**src/hw/rtl/utf16_to_utf32_decoder_macros.svh**
```systemverilog
// Assertion macros for the UTF-16 to UTF-32 decoder.
// Included by the top level; the bodies compile away under SYNTHESIS.
`ifndef UTF16_TO_UTF32_DECODER_MACROS_SVH
`define UTF16_TO_UTF32_DECODER_MACROS_SVH

`ifndef SYNTHESIS

// Checked property, suspended while reset is high.
`define U16D_ASSERT(label, clk, rst, prop, msg) \
   label: assert property (@(posedge clk) disable iff (rst) prop) else $error(msg);

// Checked property, also evaluated during reset.
`define U16D_ASSERT_ALWAYS(label, clk, prop, msg) \
   label: assert property (@(posedge clk) prop) else $error(msg);

`else

`define U16D_ASSERT(label, clk, rst, prop, msg)
`define U16D_ASSERT_ALWAYS(label, clk, prop, msg)

`endif

`endif

```
**src/hw/rtl/u16d_pkg.sv**
```systemverilog
// Types and constants shared by the UTF-16 to UTF-32 decoder modules.
// No dependencies.
package u16d_pkg;

   localparam int unsigned COUNT_LIMIT = 1048576;

   localparam int unsigned UNIT_W  = 16;
   localparam int unsigned CP_W    = 21;
   localparam int unsigned COUNT_W = 21;
   localparam int unsigned BITS_W  = 10;

   // Reset limit, saturated to the register width.
   localparam int unsigned LIMIT_MAX_INT   = (1 << COUNT_W) - 1;
   localparam int unsigned LIMIT_RESET_INT =
      (COUNT_LIMIT > LIMIT_MAX_INT) ? LIMIT_MAX_INT : COUNT_LIMIT;
   localparam logic [COUNT_W-1:0] LIMIT_RESET = COUNT_W'(LIMIT_RESET_INT);

   localparam logic [UNIT_W-1:0] HIGH_FIRST = 16'hD800;
   localparam logic [UNIT_W-1:0] HIGH_LAST  = 16'hDBFF;
   localparam logic [UNIT_W-1:0] LOW_FIRST  = 16'hDC00;
   localparam logic [UNIT_W-1:0] LOW_LAST   = 16'hDFFF;
   localparam logic [CP_W-1:0]   SUPP_BASE  = 21'h010000;

   typedef enum logic [2:0] {
      ST_OK             = 3'd0,
      ST_LIMIT_ZERO     = 3'd1,
      ST_LIMIT_EXCEEDED = 3'd2,
      ST_HIGH_AT_END    = 3'd3,
      ST_BAD_PAIR       = 3'd4,
      ST_LONE_LOW       = 3'd5
   } status_type;

   typedef struct packed {
      logic [UNIT_W-1:0] code_unit;
      logic              end_of_text;
   } unit_type;

   typedef struct packed {
      logic [BITS_W-1:0]  pending_high_bits;
      logic               high_pending;
      logic [COUNT_W-1:0] emitted_count;
      status_type         error_code;
   } text_state_type;

   typedef struct packed {
      logic [CP_W-1:0] codepoint;
      logic            codepoint_valid;
      status_type      status;
      logic            text_done;
   } result_type;

endpackage

```
**src/hw/rtl/utf16_to_utf32_decoder.sv**
```systemverilog
// Top level of the UTF-16 to UTF-32 decoder: input register, decode step, result register.
// Depends on u16d_pkg, u16d_in_reg, u16d_decode and utf16_to_utf32_decoder_macros.svh.
//
// Usage:
//  - req_* carries one UTF-16 code unit per transaction; req_end_of_text marks
//    the last unit of a text. rsp_* returns exactly one result per unit:
//    an optional code point, the sticky status of the text, and text_done.
//  - csr_write_enable/csr_write_data set max_codepoints (21 bits). Write it
//    only while no transaction is in flight; zero makes every text fail.
//  - Path: a unit accepted into the input register is decoded into the result
//    register once that register is free, i.e. two register stages.
//  - Throughput: one unit per cycle while rsp_ready is high. The text state (pending
//    high surrogate, count, first error) is updated in the same cycle a unit moves
//    from the input register to the result register, so the next unit sees it at once.
//  - Stall: when rsp_ready is low the result is held; the input register still
//    takes one more unit, then req_ready drops until the result drains.
//  - Reset: both stages empty, limit back to its reset value, text state clear.
//  - After a text_done result the state is clear for the next text.
`include "utf16_to_utf32_decoder_macros.svh"

module utf16_to_utf32_decoder
   import u16d_pkg::*;
(
   input  logic               clock,
   input  logic               reset,
   // configuration
   input  logic               csr_write_enable,
   input  logic [COUNT_W-1:0] csr_write_data,
   // request channel
   input  logic               req_valid,
   output logic               req_ready,
   input  logic [UNIT_W-1:0]  req_code_unit,
   input  logic               req_end_of_text,
   // response channel
   output logic               rsp_valid,
   input  logic               rsp_ready,
   output logic [CP_W-1:0]    rsp_codepoint,
   output logic               rsp_codepoint_valid,
   output logic [2:0]         rsp_status,
   output logic               rsp_text_done
);

   logic [COUNT_W-1:0] limit_ff, limit_in;
   text_state_type     state_ff, state_in, state_step;
   result_type         result_ff, result_in, result_step;
   logic               rsp_valid_ff, rsp_valid_in;
   unit_type           req_unit, held_unit;
   logic               held_valid;
   logic               advance;   // held unit is decoded into the result register

   assign req_unit = '{code_unit: req_code_unit, end_of_text: req_end_of_text};

   // result register is free, or frees this cycle
   assign advance = held_valid && (!rsp_valid_ff || rsp_ready);

   u16d_in_reg u_in_reg (
      .clock      (clock),
      .reset      (reset),
      .req_valid  (req_valid),
      .req_ready  (req_ready),
      .req_data   (req_unit),
      .take       (advance),
      .held_valid (held_valid),
      .held_data  (held_unit)
   );

   u16d_decode u_decode (
      .unit           (held_unit),
      .state          (state_ff),
      .max_codepoints (limit_ff),
      .state_next     (state_step),
      .result         (result_step)
   );

   always_comb begin
      limit_in = csr_write_enable ? csr_write_data : limit_ff;
      state_in = advance ? state_step : state_ff;
      result_in = advance ? result_step : result_ff;
      if (advance) begin
         rsp_valid_in = 1'b1;
      end else if (rsp_ready) begin
         rsp_valid_in = 1'b0;
      end else begin
         rsp_valid_in = rsp_valid_ff;
      end
   end

   always_ff @(posedge clock) begin
      if (reset) begin
         limit_ff     <= LIMIT_RESET;
         state_ff     <= '{pending_high_bits: '0, high_pending: 1'b0,
                           emitted_count: '0, error_code: ST_OK};
         rsp_valid_ff <= 1'b0;
      end else begin
         limit_ff     <= limit_in;
         state_ff     <= state_in;
         rsp_valid_ff <= rsp_valid_in;
      end
      result_ff <= result_in;
   end

   assign rsp_valid           = rsp_valid_ff;
   assign rsp_codepoint       = result_ff.codepoint;
   assign rsp_codepoint_valid = result_ff.codepoint_valid;
   assign rsp_status          = result_ff.status;
   assign rsp_text_done       = result_ff.text_done;

   // A delivered code point always comes with an error-free status.
   `U16D_ASSERT(a_cp_status_ok, clock, reset, rsp_valid && rsp_codepoint_valid |-> rsp_status == ST_OK, "code point with error status")

   // Surrogate values never leave as code points.
   `U16D_ASSERT(a_cp_not_surrogate, clock, reset, rsp_valid && rsp_codepoint_valid |-> !(rsp_codepoint >= 21'h00D800 && rsp_codepoint <= 21'h00DFFF), "surrogate emitted")

   // Decoding the last unit of a text leaves the text state clear.
   `U16D_ASSERT(a_state_cleared, clock, reset, advance && held_unit.end_of_text |=> state_ff.emitted_count == '0 && !state_ff.high_pending && state_ff.error_code == ST_OK, "state not cleared at end of text")

endmodule

```
**src/hw/rtl/u16d_in_reg.sv**
```systemverilog
// Input register of the decoder: one transaction deep, refills in the cycle it drains.
// Depends on u16d_pkg.
module u16d_in_reg
   import u16d_pkg::*;
(
   input  logic     clock,
   input  logic     reset,
   input  logic     req_valid,
   output logic     req_ready,
   input  unit_type req_data,
   input  logic     take,       // downstream consumes the held unit this cycle
   output logic     held_valid,
   output unit_type held_data
);

   logic     valid_ff, valid_in;
   unit_type data_ff, data_in;

   assign req_ready = !valid_ff || take;

   always_comb begin
      valid_in = valid_ff;
      data_in  = data_ff;
      if (req_valid && req_ready) begin
         valid_in = 1'b1;
         data_in  = req_data;
      end else if (take) begin
         valid_in = 1'b0;
      end
   end

   always_ff @(posedge clock) begin
      if (reset) begin
         valid_ff <= 1'b0;
      end else begin
         valid_ff <= valid_in;
      end
      data_ff <= data_in;
   end

   assign held_valid = valid_ff;
   assign held_data  = data_ff;

endmodule

```
**src/hw/rtl/u16d_decode.sv**
```systemverilog
// One decode step: classifies a code unit against the text state and forms the result.
// Purely combinational. Depends on u16d_pkg.
module u16d_decode
   import u16d_pkg::*;
(
   input  unit_type           unit,
   input  text_state_type     state,
   input  logic [COUNT_W-1:0] max_codepoints,
   output text_state_type     state_next,
   output result_type         result
);

   logic is_high, is_low;
   text_state_type nxt;

   assign is_high = unit.code_unit inside {[HIGH_FIRST:HIGH_LAST]};
   assign is_low  = unit.code_unit inside {[LOW_FIRST:LOW_LAST]};

   always_comb begin
      nxt                    = state;
      result.codepoint       = '0;
      result.codepoint_valid = 1'b0;
      if (state.error_code == ST_OK) begin
         if (max_codepoints == '0) begin
            nxt.error_code = ST_LIMIT_ZERO;
         end else if (state.high_pending) begin
            if (is_low) begin
               result.codepoint = SUPP_BASE +
                  {1'b0, state.pending_high_bits, unit.code_unit[BITS_W-1:0]};
               result.codepoint_valid = 1'b1;
               nxt.emitted_count      = state.emitted_count + 1'b1;
               nxt.high_pending       = 1'b0;
               nxt.pending_high_bits  = '0;
            end else begin
               nxt.error_code = ST_BAD_PAIR;
            end
         end else if (state.emitted_count >= max_codepoints) begin
            nxt.error_code = ST_LIMIT_EXCEEDED;
         end else if (is_high) begin
            if (unit.end_of_text) begin
               nxt.error_code = ST_HIGH_AT_END;
            end else begin
               nxt.pending_high_bits = unit.code_unit[BITS_W-1:0];
               nxt.high_pending      = 1'b1;
            end
         end else if (is_low) begin
            nxt.error_code = ST_LONE_LOW;
         end else begin
            result.codepoint       = {{(CP_W-UNIT_W){1'b0}}, unit.code_unit};
            result.codepoint_valid = 1'b1;
            nxt.emitted_count      = state.emitted_count + 1'b1;
         end
      end
      result.status    = nxt.error_code;
      result.text_done = unit.end_of_text;
      // last unit of a text starts the next one clean
      if (unit.end_of_text) begin
         state_next = '{pending_high_bits: '0, high_pending: 1'b0,
                        emitted_count: '0, error_code: ST_OK};
      end else begin
         state_next = nxt;
      end
   end

endmodule

```
**config.mk**
```make
export PLATFORM = sky130hd
export DESIGN_NAME = utf16_to_utf32_decoder
export DESIGN_NICKNAME = d
export VERILOG_FILES = /design/src/hw/rtl/u16d_pkg.sv /design/src/hw/rtl/utf16_to_utf32_decoder.sv /design/src/hw/rtl/u16d_in_reg.sv /design/src/hw/rtl/u16d_decode.sv
export VERILOG_INCLUDE_DIRS = /design/src /design/src/hw/rtl
export SDC_FILE = /design/constraint.sdc
export NUM_CORES = 1
export LEC_CHECK = 0
export BUFFER_PORTS_ARGS = -buffer_cell sky130_fd_sc_hd__buf_4
export CORE_ASPECT_RATIO = 0.5
export CORE_MARGIN = 4
export CORE_UTILIZATION = 61
export CTS_CLUSTER_DIAMETER = 40
export CTS_CLUSTER_SIZE = 20
export DETAILED_ROUTE_END_ITERATION = 12
export GPL_ROUTABILITY_DRIVEN = 0
export HOLD_SLACK_MARGIN = 0.05
export PLACE_DENSITY = 0.92
export SLEW_MARGIN = 0
export SYNTH_ARGS = -nofsm -noshare
export SYNTH_HDL_FRONTEND = slang
export SYNTH_SLANG_ARGS = --single-unit
```
**constraint.sdc**
```tcl
create_clock -name clock -period 5 [get_ports clock]
set_clock_uncertainty 0.05 [all_clocks]
set_input_delay 1 -clock clock [delete_from_list [all_inputs] [get_ports clock]]
set_output_delay 1 -clock clock [all_outputs]
set_load 0.005 [all_outputs]
```
* Yosys cells after proc, flatten, opt, wreduce, memory -nomap -nowiden
Index checks and enable logic that the tools add are counted.
Widths: inputs -> output; s select.
** Word-level totals
- RAM bits :: 0
- Latch bits :: 0
- Memories :: 0
- Input bits :: 43
- Memory bits (read-only) :: 0
- Register bits after elaboration :: 101
- Word-level logic and storage cells :: 69
- Output and inout port bits :: 28
** Cells by class
- $mul :: 0
- $lt $le $gt $ge :: 5
- Shift operators :: 0
- Equal/unequal tests :: 5
- Reduce and logical (&&, ||, !) cells :: 18
- Add/subtract/negate cells :: 2
- Divide/modulo/power cells :: 0
- Multiplexer cells :: 25
- Bitwise logic cells :: 1
** Operator list (number)
- $mux 35 :: 3
- $mux 32 :: 3
- $mux 22 :: 4
- $mux 21 :: 2
- $ge 16x16->1 const B :: 2
- $le 16x16->1 const B :: 2
- $mux 11 :: 2
- $add 17x20->21 const A :: 1
- $add 21x1->21 const B :: 1
- $ge 21x21->1 :: 1
- $logic_not 21->1 :: 1
- $mux 3 :: 6
- $mux 17 :: 1
- $ne 3x3->1 const B :: 3
- $reduce_and 7->1 :: 1
- $reduce_and 6->1 :: 1
- $reduce_bool 2->1 :: 3
- $logic_and 1x1->1 :: 4
- $mux 1 :: 4
- $logic_not 3->1 :: 1
- $ne 3x1->1 const B :: 1
- $reduce_and 3->1 :: 1
- $reduce_bool 3->1 :: 1
- $logic_not 1->1 :: 2
- other kinds (4) :: 5

* Longest topological paths before layout
Gate-level depths: netlist of run 1.
- Word-level depth :: 9
- Mapped depth :: 11
- Depth with buffers taken out :: 9

* Modules after synthesis
A second synthesis of run 1 with hierarchy kept.
** Unflattened totals
- Cell total of the unflattened synthesis :: 542
- Area, all modules :: 5474.0 um2
** Modules (own cells, without submodules)
- utf16_to_utf32_decoder :: seq. area each 1921.8 um2, cells an instance 251, area an instance 3163.0 um2, instances 1
- u16d_decode :: seq. area each 0.0 um2, cells an instance 269, area an instance 1745.4 um2, instances 1
- u16d_in_reg :: seq. area each 530.5 um2, cells an instance 22, area an instance 565.5 um2, instances 1

* Worst setup path before layout of run 1
OpenSTA, ideal clock, no wires.
- Kind :: input port to flip-flop
- Start point :: input port rsp_ready
- End point :: register state_ff[3] (netlist bit)
- Stages on the path :: 8
- Arrival time :: 2.988 ns
- Path slack :: 1.839 ns
- Data required time :: 4.827 ns
- Setup time :: 0.123 ns
- Path buffers :: 2
- Cell sequence :: nor2b_1 nand2b_1 clkinv_1 o21a_1 and2_4 buf_6 buf_12 mux2_1
** Between the ends
- Cells in the longest elaborated chain, start to end :: 3
** Ends and longest elaborated chain
- from (decl) :: line utf16_to_utf32_decoder.sv:36 : input logic rsp_ready,
- $logic_or 1x1->1 :: line utf16_to_utf32_decoder.sv:54 : assign advance = held_valid && (!rsp_valid_ff || rsp_ready);
- $logic_and 1x1->1 :: line utf16_to_utf32_decoder.sv:54
- net advance :: line utf16_to_utf32_decoder.sv:49 : logic advance;
- $reduce_and 7->1 (no source line)
- to (signal assigned) :: line utf16_to_utf32_decoder.sv:91 : state_ff <= '{pending_high_bits: '0, high_pending: 1'b0,
- to (signal assigned) :: line utf16_to_utf32_decoder.sv:96 : state_ff <= state_in;
- to (decl) :: line utf16_to_utf32_decoder.sv:44 : text_state_type state_ff, state_in, state_step;
The timed path passes the listed nets, and every way through them passes these cells.
A chain may end at the register's enable or synchronous reset.

* Worst setup path after layout of run 1
- Start point :: register state_ff[15] (netlist bit)
- End point :: register result_ff, in the netlist rsp_codepoint[9], data pin
** Between the ends
- Cells in the longest elaborated chain, start to end :: 3
** Ends and longest elaborated chain
- $ge 21x21->1 :: line u16d_decode.sv:37 : end else if (state.emitted_count >= max_codepoints) begin
- $mux 22 :: line u16d_decode.sv:37
- $mux 22 :: line u16d_decode.sv:26 : end else if (state.high_pending) begin
- to (signal assigned) :: line utf16_to_utf32_decoder.sv:99 : result_ff <= result_in;
- to (decl) :: line utf16_to_utf32_decoder.sv:45 : result_type result_ff, result_in, result_step;
Every way passes these cells.

==> impl_results.md, run 1 <==
- Post-synth EDFFs: 43
- Final ANT Viol Nets: 0
- Worst r2r src: state_ff[15]
- Routed WL per cell: 16.5 microns
- Share of cells above drive strength 1: 0.179
- Layout fillers: 489
- Nature of the critical path endpoint: flop
- Root Driver: clkbuf_16
- Switch Pwr: 0.410 mW
- Placed insts: 633
- Clock tree buffer depth: 2
- DRT Pass-1 Iters: 5
- Chip width: 134 microns
- Largest net degree at the start of global routing: 46
- Worst-path clk slew: 70 ps
- R2r setup slk: 1600 ps
- Final clock period utilization by the worst path: 0.680
- Clock Power Share: 0.387
- Final setup TNS: 0 ps
- Setup ws final: 1600 ps
- First-pass GRT wire length: 17,400 microns
- Synth Flop Type: dfxtp_1
- Final setup violation count: 0
- Postcts setup bufs: 0
- Gr ovfl total: 0
- Drt total wl: 10,700 microns
- Slowest Stage Delay on Critical Path: 870 ps
- Hold EP: state_ff[0]
- Worst flop-to-flop path endpoint: rsp_codepoint[9]
- RSZ-0062 raised after global routing: false
- Status: finished, final reports clean
- Register-to-Register Path Depth: 8
- Critical path arrival: 3570 ps
- CTS tree: built
- Tmin final: 3400 ps
- Hold Buf Count CTS: 0
- Critical path buffer and inverter count: 0
- Leading cell types in the layout, fill and taps excluded: buf_4 (72), nor2_1 (59), dfxtp_1 (58)
- DP HPWL: 7160 microns
- Worst Hold Margin: 429 ps
- Crit path max fanout: 11
- Ys async rst share: 0
- Ports: 71
- Pre-CTS WS: 1700 ps
- Final Power: 1.71 mW
- Vias in the first global route: 3,630
- Gate power share: 0.082
- Area Overhead vs Synth: 17.5%
- Via density: 5.91
- Core outline area: 7510 sq um
- CP required: 5170 ps
- Antenna violations before repair: 0
- Internal: 1.30 mW
- Final slew viol count: 0
- Initial Util: 0.644
- Crit path kind: flop to flop
- Nets@finish: 602
- Number of port buffers: 70
- Most Frequent Cell on Critical Path: o21ai_0
- Mapped Area: 4840 sq um
- Die ar.: 9510 sq um
- Sequential share of power: 0.531
- Post-Synthesis Cells: 473
- Cell taking the most area after synthesis: edfxtp_1
- Tightest Pin Transition: 1070 ps
- Placed cell area: 5410 sq um
- Cell Count, Final, Fillers Out: 649
- Crit start category: flop
- Netlist cell types: 55
- Fin. Hold Viols: 0
- Worst slew margin: 0.282
- Clk_lat worst skew: 350 ps
- Num Clock Sinks: 101
- Critical path's slowest cell: o21ai_0
- Crit path max-delay family: compound AO/OA/AOI/OAI gates
- Hold WC Path Type: flop to flop
- Post-route cell area: 5690 sq um
- Synth area leaders: edfxtp_1 (27%), dfxtp_1 (24%), ha_1 (5.9%)
- Max Cap Viol: 0
- TritonCTS buffer count: 9
- Post-layout util: 0.757
- Resize count post-CTS: 0
- Synth Area per Inst: 10.2 sq um
- Leakage: 2.53 nW
- Worst-path cell chain: ha_1, a21oi_1, o21ai_0, a311oi_1, o211ai_1, nand2b_1, o21ai_0, and2_1
- FP Rows: 22
- Via count: 3,837
- Ys Warns: 0
- Syn Nets: 539
- Post-synthesis sequential area ratio: 0.507
- Die Ht: 71.0 microns
- Switching Share: 0.239
- DR DRC count: 0
- Hold-critical path depth: 2
- Antenna Cells: 0
- GRT Resource Usage Total: 0.231
- Starting DRT DRC Count: 367
- Htree depth: 3
- Hold_sp: state_ff[0]
- Power density over cell area: 301 nW/um^2
- Max VDD drop: 0.172 mV
- Most common cell after layout, fill and taps aside: buf_4
- FF+latch count, synth: 101
- Synth top area share: 0.267
- Maximum clock rate: 294 MHz
[state kept, by name, summed over array words and instances (netlist names)]
name                 cells
rsp_codepoint           21
rsp_text_done            1
rsp_valid                1
rsp_codepoint_valid      1
rsp_status               3
u_in_reg.held_valid      1
limit_ff                21
u_in_reg.held_data      17
state_ff                35
[worst reg2reg max path: cells and delay by family (launching register included)]
| family | cells | cell delay [ps] |
|---|---|---|
| AOI/OAI and AO/OA | 5 | 1920 |
| and+or+nand+nor | 2 | 560 |
| DFF | 1 | 440 |
| adders and majority gates | 1 | 290 |
[power by group through the flow]
stage	logic (mW)	registers (mW)	clock network, mW
2_1_floorplan	0.0816	0.924	0
3_3_place_gp	0.134	0.927	0
3_5_place_dp	0.138	0.928	0
4_1_cts	0.141	0.910	0.664
5_1_grt	0.155	0.913	0.702
6_report	0.141	0.910	0.664
[cell usage after synthesis (all sizes together) (5+ instances only)]
cell type	instances
a211oi	19
inv	42
edfxtp	43
or3	7
a211o	18
dfxtp	58
ha	23
o21ai	10
nor2	59
a21oi	13
nor4	9
nand4	5
mux2i	20
and2	13
nor3	8
nand3	13
and3	18
a22o	15
nand2	23
buf	11
clkbuf	9
[logic make-up after synthesis]
group | after synthesis | share of synthesized area
multiplexers | 21 | 0.0437
AND/OR/NAND/NOR | 166 | 0.178
adder cells (fa/ha/maj) | 23 | 0.0594
flip-flops | 101 | 0.507
XOR/XNOR | 2 | 0.00362
AO/OA/AOI/OAI | 97 | 0.152
buffers and inverters | 63 | 0.0563
[area by class of cell]
cell class,count,area (sq um),area share
inverter,43,161,0.0284
clock buffer,10,229,0.0403
tap,108,135,0.0238
sequential,101,2450,0.431
clock inverter,6,53.8,0.00946
multi-input combinational,309,2120,0.372
timing repair buffer,72,541,0.0950
[worst max path at each step]
stage | start | end | slack, ps | cells past startpoint
after global routing | limit_ff[12] | rsp_codepoint[9] | 1330 | 9
after global placement | limit_ff[12] | rsp_codepoint[9] | 1790 | 9
final | state_ff[15] | rsp_codepoint[9] | 1600 | 8
after CTS | limit_ff[12] | rsp_codepoint[9] | 1540 | 9
after detailed placement | state_ff[13] | rsp_codepoint[9] | 1700 | 8
after floorplan | rsp_ready | state_ff[3] | 1840 | 8
[per-layer routing]
metal,up-vias,track usage,share of wire
li1,1845,-,-
met5,-,0,0
met1,1818,0.280,0.42
met3,20,0.0632,0.071
met2,154,0.409,0.50
met4,0,0.0673,0.012
(Power assumes the default switching activity.)
==> inputs of run 2 (changes only) <==
Settings changed: CORE_UTILIZATION 61 to 51, PLACE_DENSITY 0.92 to 0.83.
Clock period 5 ns to 2.7 ns, I/O delays scaled along.
==> impl_results.md, run 2 (synthesis results as in run 1) <==
- Final setup TNS: 0 ps (unchanged)
- Crit path kind: flop to flop
- Critical path arrival: 2700 ps (-870 ps)
- Gr ovfl total: 0 (unchanged)
- Register-to-Register Path Depth: 10 (+2)
- Num Clock Sinks: 101 (unchanged)
- Worst Hold Margin: 313 ps (-116 ps)
- R2r setup slk: 60 ps (-1540 ps)
- Nature of the critical path endpoint: flop
- Antenna violations before repair: 0 (unchanged)
- Tightest Pin Transition: 757 ps (-309 ps)
- Global route hottest layer: met2
- DP HPWL: 7840 microns (+9.6%)
- Final Power: 3.21 mW (+87%)
- Leakage: 2.69 nW (+6.3%)
- Max VDD drop: 0.328 mV (+91%)
- Max Cap Viol: 0 (unchanged)
- Most common cell after layout, fill and taps aside: buf_4
- Area Overhead vs Synth: 23.5%
- Starting DRT DRC Count: 261 (-29%)
- Share of cells above drive strength 1: 0.242 (+0.0628)
- Regs by FF count: state_ff (35), limit_ff (21), rsp_codepoint (21)
- Crit start category: flop
- Antenna Cells: 0 (unchanged)
- Htree depth: 3 (unchanged)
- Slowest Stage Delay on Critical Path: 400 ps (-470 ps)
- DRT Pass-1 Iters: 4 (-1)
- Maximum clock rate: 379 MHz (+29%)
- Largest register FFs: 35 (unchanged)
- Final ANT Viol Nets: 0 (unchanged)
- GRT Resource Usage Total: 0.201 (-0.0305)
- Register bank with the most flops: state_ff
- CTS tree: built
- Clock tree buffer depth: 2 (unchanged)
- Core outline area: 8980 sq um (+19%)
- Worst flop-to-flop path endpoint: rsp_codepoint[2]
- Worst slew margin: 0.491 (+0.210)
- DR DRC count: 0 (unchanged)
- Met2 usage: 0.340 (-0.0692)
- Die Ht: 76.9 microns (+8.3%)
- Status: finished, final reports clean
- Via count: 3,841 (+0.10%)
- Vias in the first global route: 3,751 (+3.3%)
- Critical path buffer and inverter count: 2 (+2)
- Via density: 5.62 (-4.9%)
- Largest net degree at the start of global routing: 45 (-2.2%)
- Nets@finish: 627 (+4.2%)
- Final clock period utilization by the worst path: 0.978 (+0.298)
- Root Driver: clkbuf_16
- Clk_lat worst skew: 350 ps (about the same)
- M3 GR Usage: 0.0495 (-0.0137)
- Crit path from: limit_ff[18]
- TritonCTS buffer count: 9 (unchanged)
- Worst-path cell chain: inv_1, ha_1, nand4_1, nor3_2, o21ai_0, o211ai_1, nand2b_4, o21ai_0, buf_4, and2_1
- Ports: 71 (unchanged)
- Power density over cell area: 537 nW/um^2 (+78%)
- Crit path max-delay family: simple AND/OR/NAND/NOR gates
- Hold WC Path Type: primary input to flop
- Most Frequent Cell on Critical Path: o21ai_0
- Critical path's slowest cell: o211ai_1
- Worst-path clk slew: 70 ps (about the same)
- Leading cell types in the layout, fill and taps excluded: buf_4 (96), nor2_1 (58), dfxtp_1 (56)
- Routed WL per cell: 16.1 microns (-2.6%)
- Die ar.: 11,200 sq um (+18%)
- Number of port buffers: 70 (unchanged)
- Crit path max fanout: 11 (unchanged)
- Logic depth of the worst setup path including buffers: 10 (+2)
- Fin. Hold Viols: 0 (unchanged)
- Initial Util: 0.539 (-0.105)
- Final setup violation count: 0 (unchanged)
- Final slew viol count: 0 (unchanged)
- First-pass GRT wire length: 18,400 microns (+5.7%)
- Chip width: 146 microns (+8.8%)
- CP endpoint: rsp_codepoint[2]
- Met1 Usage GRT: 0.258 (-0.0227)
- Tmin final: 2640 ps (-759 ps)
- Drt total wl: 11,000 microns (+2.5%)
- CP required: 2760 ps (-2410 ps)
- FP Rows: 24 (+9.1%)
- Worst r2r src: limit_ff[18]
run 2: layout make-up:
type / count / area, sq um
Clock buffer: 10 / 229
Sequential cell: 101 / 2450
Timing Repair Buffer: 97 / 732
Clock inverter: 6 / 53.8
Multi-Input combinational cell: 309 / 2200
Tap cell: 117 / 146
Inverter: 43 / 163
Fill cell: 662 / 3000
run 2: worst reg2reg max path, cell delays in order, from the launching register on:
cell and delay, ps:
dfxtp_1 350, inv_1 60, ha_1 310, nand4_1 150, nor3_2 240, o21ai_0 140, o211ai_1 400, nand2b_4 240
o21ai_0 100, buf_4 190, and2_1 170
run 2: per-layer routing:
metal  part of all wire  vias up  wire length [microns]
li1                   -     1894                      -
met1               0.46     1820                   5010
met2               0.48      108                   5230
met3              0.050       19                    551
met4              0.016        0                    176
met5                  0        -                      0
run 2: timing repair:
action                                  in CTS  in global routing
pin swaps                                    1                  6
hold buffers                                 0                  0
endpoints found under the setup margin      20                 49
setup buffers                                1                  1
resized for setup                            1                 18
run 2: how the worst min path moves through the flow:
stage / start / to / slack (ps) / cells after the start
floorplan: state_ff[0] / state_ff[0] / 380 / 2
global placement: state_ff[0] / state_ff[0] / 400 / 2
detailed placement: state_ff[27] / state_ff[27] / 410 / 1
CTS: req_code_unit[2] / u_in_reg.held_data[3] / 310 / 1
global route: req_code_unit[2] / u_in_reg.held_data[3] / 300 / 1
finish: req_code_unit[2] / u_in_reg.held_data[3] / 310 / 1
run 2: power breakdown:
group / switching [mW] / internal (mW)
sequential: 0.0317 / 1.65
clock: 0.590 / 0.642
combinational: 0.152 / 0.145
run 2: metrics by stage:
stage	worst slack [ps]	cell area (sq um)	cells	utilization
floorplan	273	4840	473	-
CTS	14.4	5890	682	0.656
global placement	44.4	5590	665	0.623
global route	-59.0	5980	683	0.666
detailed placement	-7.47	5590	665	0.623
finish	58.6	5980	683	0.666
